**src/rtl/vrp_pkg.sv**
```systemverilog
// Shared constants, register codes and the sine table generator for the vertex transform.
package vrp_pkg;

    localparam int ANGLE_BITS_DEF  = 10;
    localparam int COORD_WIDTH_DEF = 16;
    localparam int TRIG_W          = 16;
    localparam int SCREEN_W        = 16;
    localparam int CENTER_W        = 12;
    localparam int SCALE_W         = 16;
    localparam int REG_IDX_W       = 3;
    localparam int DIST_Q8         = 12800;

    localparam logic [63:0] HALF_PI_Q30 = 64'd1686629713;

    typedef enum logic [REG_IDX_W-1:0] {
        REG_ANGLE_X  = 3'd0,
        REG_ANGLE_Y  = 3'd1,
        REG_ANGLE_Z  = 3'd2,
        REG_SCALE    = 3'd3,
        REG_CENTER_X = 3'd4,
        REG_CENTER_Y = 3'd5
    } cfg_reg_t;

    localparam int unsigned TAYLOR_DIV [1:8] = '{6, 20, 42, 72, 110, 156, 210, 272};

    // Quarter-wave sine entry k in Q1.14, evaluated only at elaboration.
    function automatic logic signed [TRIG_W-1:0] qsin(input int unsigned k,
                                                      input int unsigned ab);
        logic [63:0] th;
        logic [63:0] th2;
        logic [63:0] t;
        logic [63:0] pos;
        logic [63:0] neg;
        logic [63:0] r;
        int unsigned sh;
        sh  = ab - 2;
        th  = (64'(k) * HALF_PI_Q30 + (64'd1 << (sh - 1))) >> sh;
        th2 = (th * th) >> 30;
        t   = th;
        pos = th;
        neg = '0;
        for (int n = 1; n <= 8; n++) begin
            t = ((t * th2) >> 30) / 64'(TAYLOR_DIV[n]);
            if (n[0]) begin
                neg = neg + t;
            end else begin
                pos = pos + t;
            end
        end
        r = (((pos - neg) << 14) + (64'd1 << 29)) >> 30;
        return r[TRIG_W-1:0];
    endfunction

endpackage

```
**src/rtl/vrp_rot.sv**
```systemverilog
// One plane rotation: products in the first stage, rounded and saturated sums in the second.
module vrp_rot import vrp_pkg::*; #(
    parameter int CW     = COORD_WIDTH_DEF,
    parameter int SIDE_W = 1
) (
    input  logic                     aclk,
    input  logic                     aresetn,
    input  logic                     en,
    input  logic                     in_valid,
    input  logic signed [CW-1:0]     a,
    input  logic signed [CW-1:0]     b,
    input  logic signed [TRIG_W-1:0] sin_v,
    input  logic signed [TRIG_W-1:0] cos_v,
    input  logic [SIDE_W-1:0]        side_in,
    output logic                     out_valid,
    output logic signed [CW-1:0]     na,
    output logic signed [CW-1:0]     nb,
    output logic [SIDE_W-1:0]        side_out
);

    localparam int PW = CW + TRIG_W;
    localparam int SW = PW + 1;

    logic                 v1_reg;
    logic                 v2_reg;
    logic signed [PW-1:0] ac_reg, bs_reg, as_reg, bc_reg;
    logic signed [PW-1:0] ac_next, bs_next, as_next, bc_next;
    logic [SIDE_W-1:0]    side1_reg, side2_reg;
    logic signed [CW-1:0] na_reg, nb_reg, na_next, nb_next;

    function automatic logic signed [CW-1:0] rnd_sat(input logic signed [SW-1:0] s);
        logic signed [SW-1:0] r;
        r = (s + SW'(8192)) >>> 14;
        if (r[SW-1:CW-1] == {(SW-CW+1){r[SW-1]}}) begin
            return r[CW-1:0];
        end
        return r[SW-1] ? {1'b1, {(CW-1){1'b0}}} : {1'b0, {(CW-1){1'b1}}};
    endfunction

    always_comb begin
        ac_next = a * cos_v;
        bs_next = b * sin_v;
        as_next = a * sin_v;
        bc_next = b * cos_v;
        na_next = rnd_sat(SW'(ac_reg) - SW'(bs_reg));
        nb_next = rnd_sat(SW'(as_reg) + SW'(bc_reg));
    end

    always_ff @(posedge aclk) begin
        if (!aresetn) begin
            v1_reg <= 1'b0;
            v2_reg <= 1'b0;
        end else if (en) begin
            v1_reg <= in_valid;
            v2_reg <= v1_reg;
        end
    end

    always_ff @(posedge aclk) begin
        if (en) begin
            ac_reg    <= ac_next;
            bs_reg    <= bs_next;
            as_reg    <= as_next;
            bc_reg    <= bc_next;
            side1_reg <= side_in;
            na_reg    <= na_next;
            nb_reg    <= nb_next;
            side2_reg <= side1_reg;
        end
    end

    assign out_valid = v2_reg;
    assign na        = na_reg;
    assign nb        = nb_reg;
    assign side_out  = side2_reg;

endmodule

```
**config.mk**
```make
export PLATFORM = sky130hd
export DESIGN_NAME = vrp_rot
export DESIGN_NICKNAME = d
export VERILOG_FILES = /design/src/rtl/vrp_pkg.sv /design/src/rtl/vrp_rot.sv
export SDC_FILE = /design/constraint.sdc
export NUM_CORES = 2
export LEC_CHECK = 0
export ABC_CLOCK_PERIOD_IN_PS = 8500
export BUFFER_PORTS_ARGS = -buffer_cell sky130_fd_sc_hd__buf_2
export CORE_ASPECT_RATIO = 0.75
export CORE_MARGIN = 1.5
export CORE_UTILIZATION = 50
export CTS_BUF_LIST = sky130_fd_sc_hd__clkbuf_2 sky130_fd_sc_hd__clkbuf_4 sky130_fd_sc_hd__clkbuf_8
export CTS_CLUSTER_DIAMETER = 150
export DETAILED_ROUTE_END_ITERATION = 7
export GPL_ROUTABILITY_DRIVEN = 0
export PLACE_DENSITY_LB_ADDON = 0.2
export SETUP_SLACK_MARGIN = 0.15
export SLEW_MARGIN = 0
export SYNTH_ARGS = -nofsm -noshare
export SYNTH_HDL_FRONTEND = slang
export SYNTH_SLANG_ARGS = --single-unit
```
**constraint.sdc**
```tcl
create_clock -name aclk -period 8.5 [get_ports aclk]
set_input_delay 0.425 -clock aclk [delete_from_list [all_inputs] [get_ports aclk]]
set_output_delay 0.425 -clock aclk [all_outputs]
set_load 0.02 [all_outputs]
```
==> run metrics <==
status=finished, final reports clean; Final Max Slew Viols=0; drt wl/cell=17.89 um; CTS tree=done; Multi-input gate area=38,000 um^2; Area growth syn-to-layout=3.875%; Syn Nets=6,616; Synth top area share=43.49%; CTS max path bufs=2; top achievable clock speed=142.1 MHz; Reg clk slew, reported paths=0.10 ns; Slew HR=23.88%; Post-Synth Simple-Gate Area=14.06%; Die X=361.7 um; post-synthesis adder-cell area fraction=55.16%; unrepaired setup endpoints after global routing=false; Post-synth ARST share=0%; DRT Pass-1 Iters=5; total CTS buffers=17; Skew-Pair Late Insertion Delay=0.57 ns; overall routing resource usage=24.32%; Crit. End Element=flop; number of synthesized flops with an enable pin=162; Root Buffer=clkbuf_8; # DRC=0; Fin. Hold Viols=0; Fin Setup TNS=0 ns; min Tclk post-route=7.035 ns; Synth Area in Compound Gates=6.595%; post-route ant nets=0; Placeable Area=95,520 um^2; CTS Sinks=164; vias=33,220; first-pass GRT wire length=187,500 um; Synth Area in XOR/XNOR=2.850%; Nets=6,550; DP HPWL=86,400 um; post-CTS setup buffers=0; CP Launch Type=input port; CP required=8.82 ns; Post-Synthesis Cells=5,049; proportion of layout cells with a drive suffix above 1=3.905%; actual slew at the worst max-slew pin=1.142 ns; initial drt markers=2,521; WS Path Type=in2reg; skew final=0.01781 ns; multiplexer share of the synthesized area=0.1037%; largest family of logic cells by synthesized area=adder cells; # setup viols final=0; commonest cells after routing, fill and taps aside=inv_1, fa_1, nand2_1, and2_1, ha_1; synth top area cells=fa_1, ha_1, edfxtp_1, inv_1, and2_1; PortBufs=102; I/O Pins=103; Syn Area/Cell=9.555 um^2; Fillers=8,864; Worst EP arrival=7.35 ns; Overflow after GRT=0; register area=4905 um^2; initial antenna violation count=10; DR vias/cell=5.320; sequential area share after synthesis=10.17%; commonest non-fill, non-tap cell in the layout=inv_1; Die Y-Extent=272.0 um; largest net degree at the start of global routing=65; leading register cell type out of synthesis=edfxtp_1; die area=98,380 um^2; initial core utilization=50.51%; hold crit path type=in2reg; critical path fanouts, max=32; count of cell types in the netlist=80; mapped cell area=48,240 um^2; drt total wl=111,700 um; max-cap violations=0; Rows=98; final period utilization=82.76%; number of synthesized register bits=164; Ys Warns=0; CTS H-Tree Depth=4; Synth area leader=fa_1; vias in the first global route=34,490
## per-stage QoR
step	cell area, um^2	cells	hold slack (ns)	utilization [%]	worst slack, ns
final	50110	6245	0.07181	52.46	1.465
after global routing	50110	6244	0.03390	52.46	1.287
after CTS	50100	6242	0.004877	52.45	1.561
after detailed placement	49710	6212	0.4079	52.04	0.9315
after global placement	49710	6212	0.4001	52.04	0.9642
after floorplan	48240	5049	0.4003	-	2.187
## final timing paths
kind / end / depth (start not counted) / slack (ns) / start
hold / removal: v1_reg$_SDFFE_PN0P_ / 2 / 0.07 / aresetn
setup reg to reg: nb[7]$_DFFE_PP_ / 11 / 3.83 / bc_reg[3]$_DFFE_PP_
hold reg to reg: side_out$_DFFE_PP_ / 0 / 0.43 / side1_reg$_DFFE_PP_
setup / recovery: ac_reg[30]$_DFFE_PP_ / 21 / 1.47 / a[11]
## metal layers
metal	track usage, %	share of wire [%]	up-vias
li1	-	-	15140
met2	34.46	41	1128
met1	38.76	49	16860
met4	3.549	1.1	14
met3	5.033	8.6	75
met5	0	0.076	-
## cells in the mapped netlist (5+ instances only)
cell type  instances
clkbuf_1         208
o32ai_1           15
nor2b_1           18
o21a_1            17
o21bai_1          18
a21boi_0           5
fa_1            1048
a31o_2             5
nor4_1             6
edfxtp_1         162
o21ai_2            9
and2_1           498
and3_1            19
a211oi_1          15
a31oi_1           12
nand4b_1           5
or2_2              5
nand4_1           15
nand3_1           38
nand2b_1          35
mux2i_1            5
xor2_1            42
nand2_1          514
a21o_1            67
o21ai_0           68
o31ai_1           11
nor3_1            37
a2111oi_0          9
ha_1             450
a21oi_1          132
or3_1              7
nor2_1           134
inv_1           1200
a211o_1            6
o211ai_1          11
xnor2_1          115
or4_1              6
## critical path, cell delays in order
cell	delay (ns)
buf_2	0.71
and2_1	0.26
fa_1	0.42
inv_1	0.08
fa_1	0.43
fa_1	0.52
inv_1	0.06
fa_1	0.49
fa_1	0.49
inv_1	0.05
fa_1	0.47
inv_1	0.04
ha_1	0.35
and3_1	0.26
nand4_1	0.12
o311ai_1	0.72
a21oi_1	0.36
a211o_1	0.40
a31oi_1	0.37
or4_1	0.17
nand4_1	0.09
## timing repair
item	in CTS	in global routing
hold endpoints to repair	1	0
gates resized for setup	0	0
hold buffers	1	0
## cells by family after synthesis
group,Yosys count
xor+xnor,157
buf+inv,1417
mux,5
flops,164
fa+ha+maj,1498
compound gates,458
simple gates,1350
## final cells by class
cell class                      instances  area share (%)
Multi-Input combinational cell       3468           75.83
Sequential cell                       164           9.787
Inverter                             1201           8.996
Tap cell                             1250           3.121
Timing Repair Buffer                  131           1.496
Clock buffer                           18          0.4819
Clock inverter                         11          0.2771
Antenna cell                            2        0.009987
Power is not shown: default switching activity piles up to over one toggle a cycle in this logic, so the estimate is an artifact.
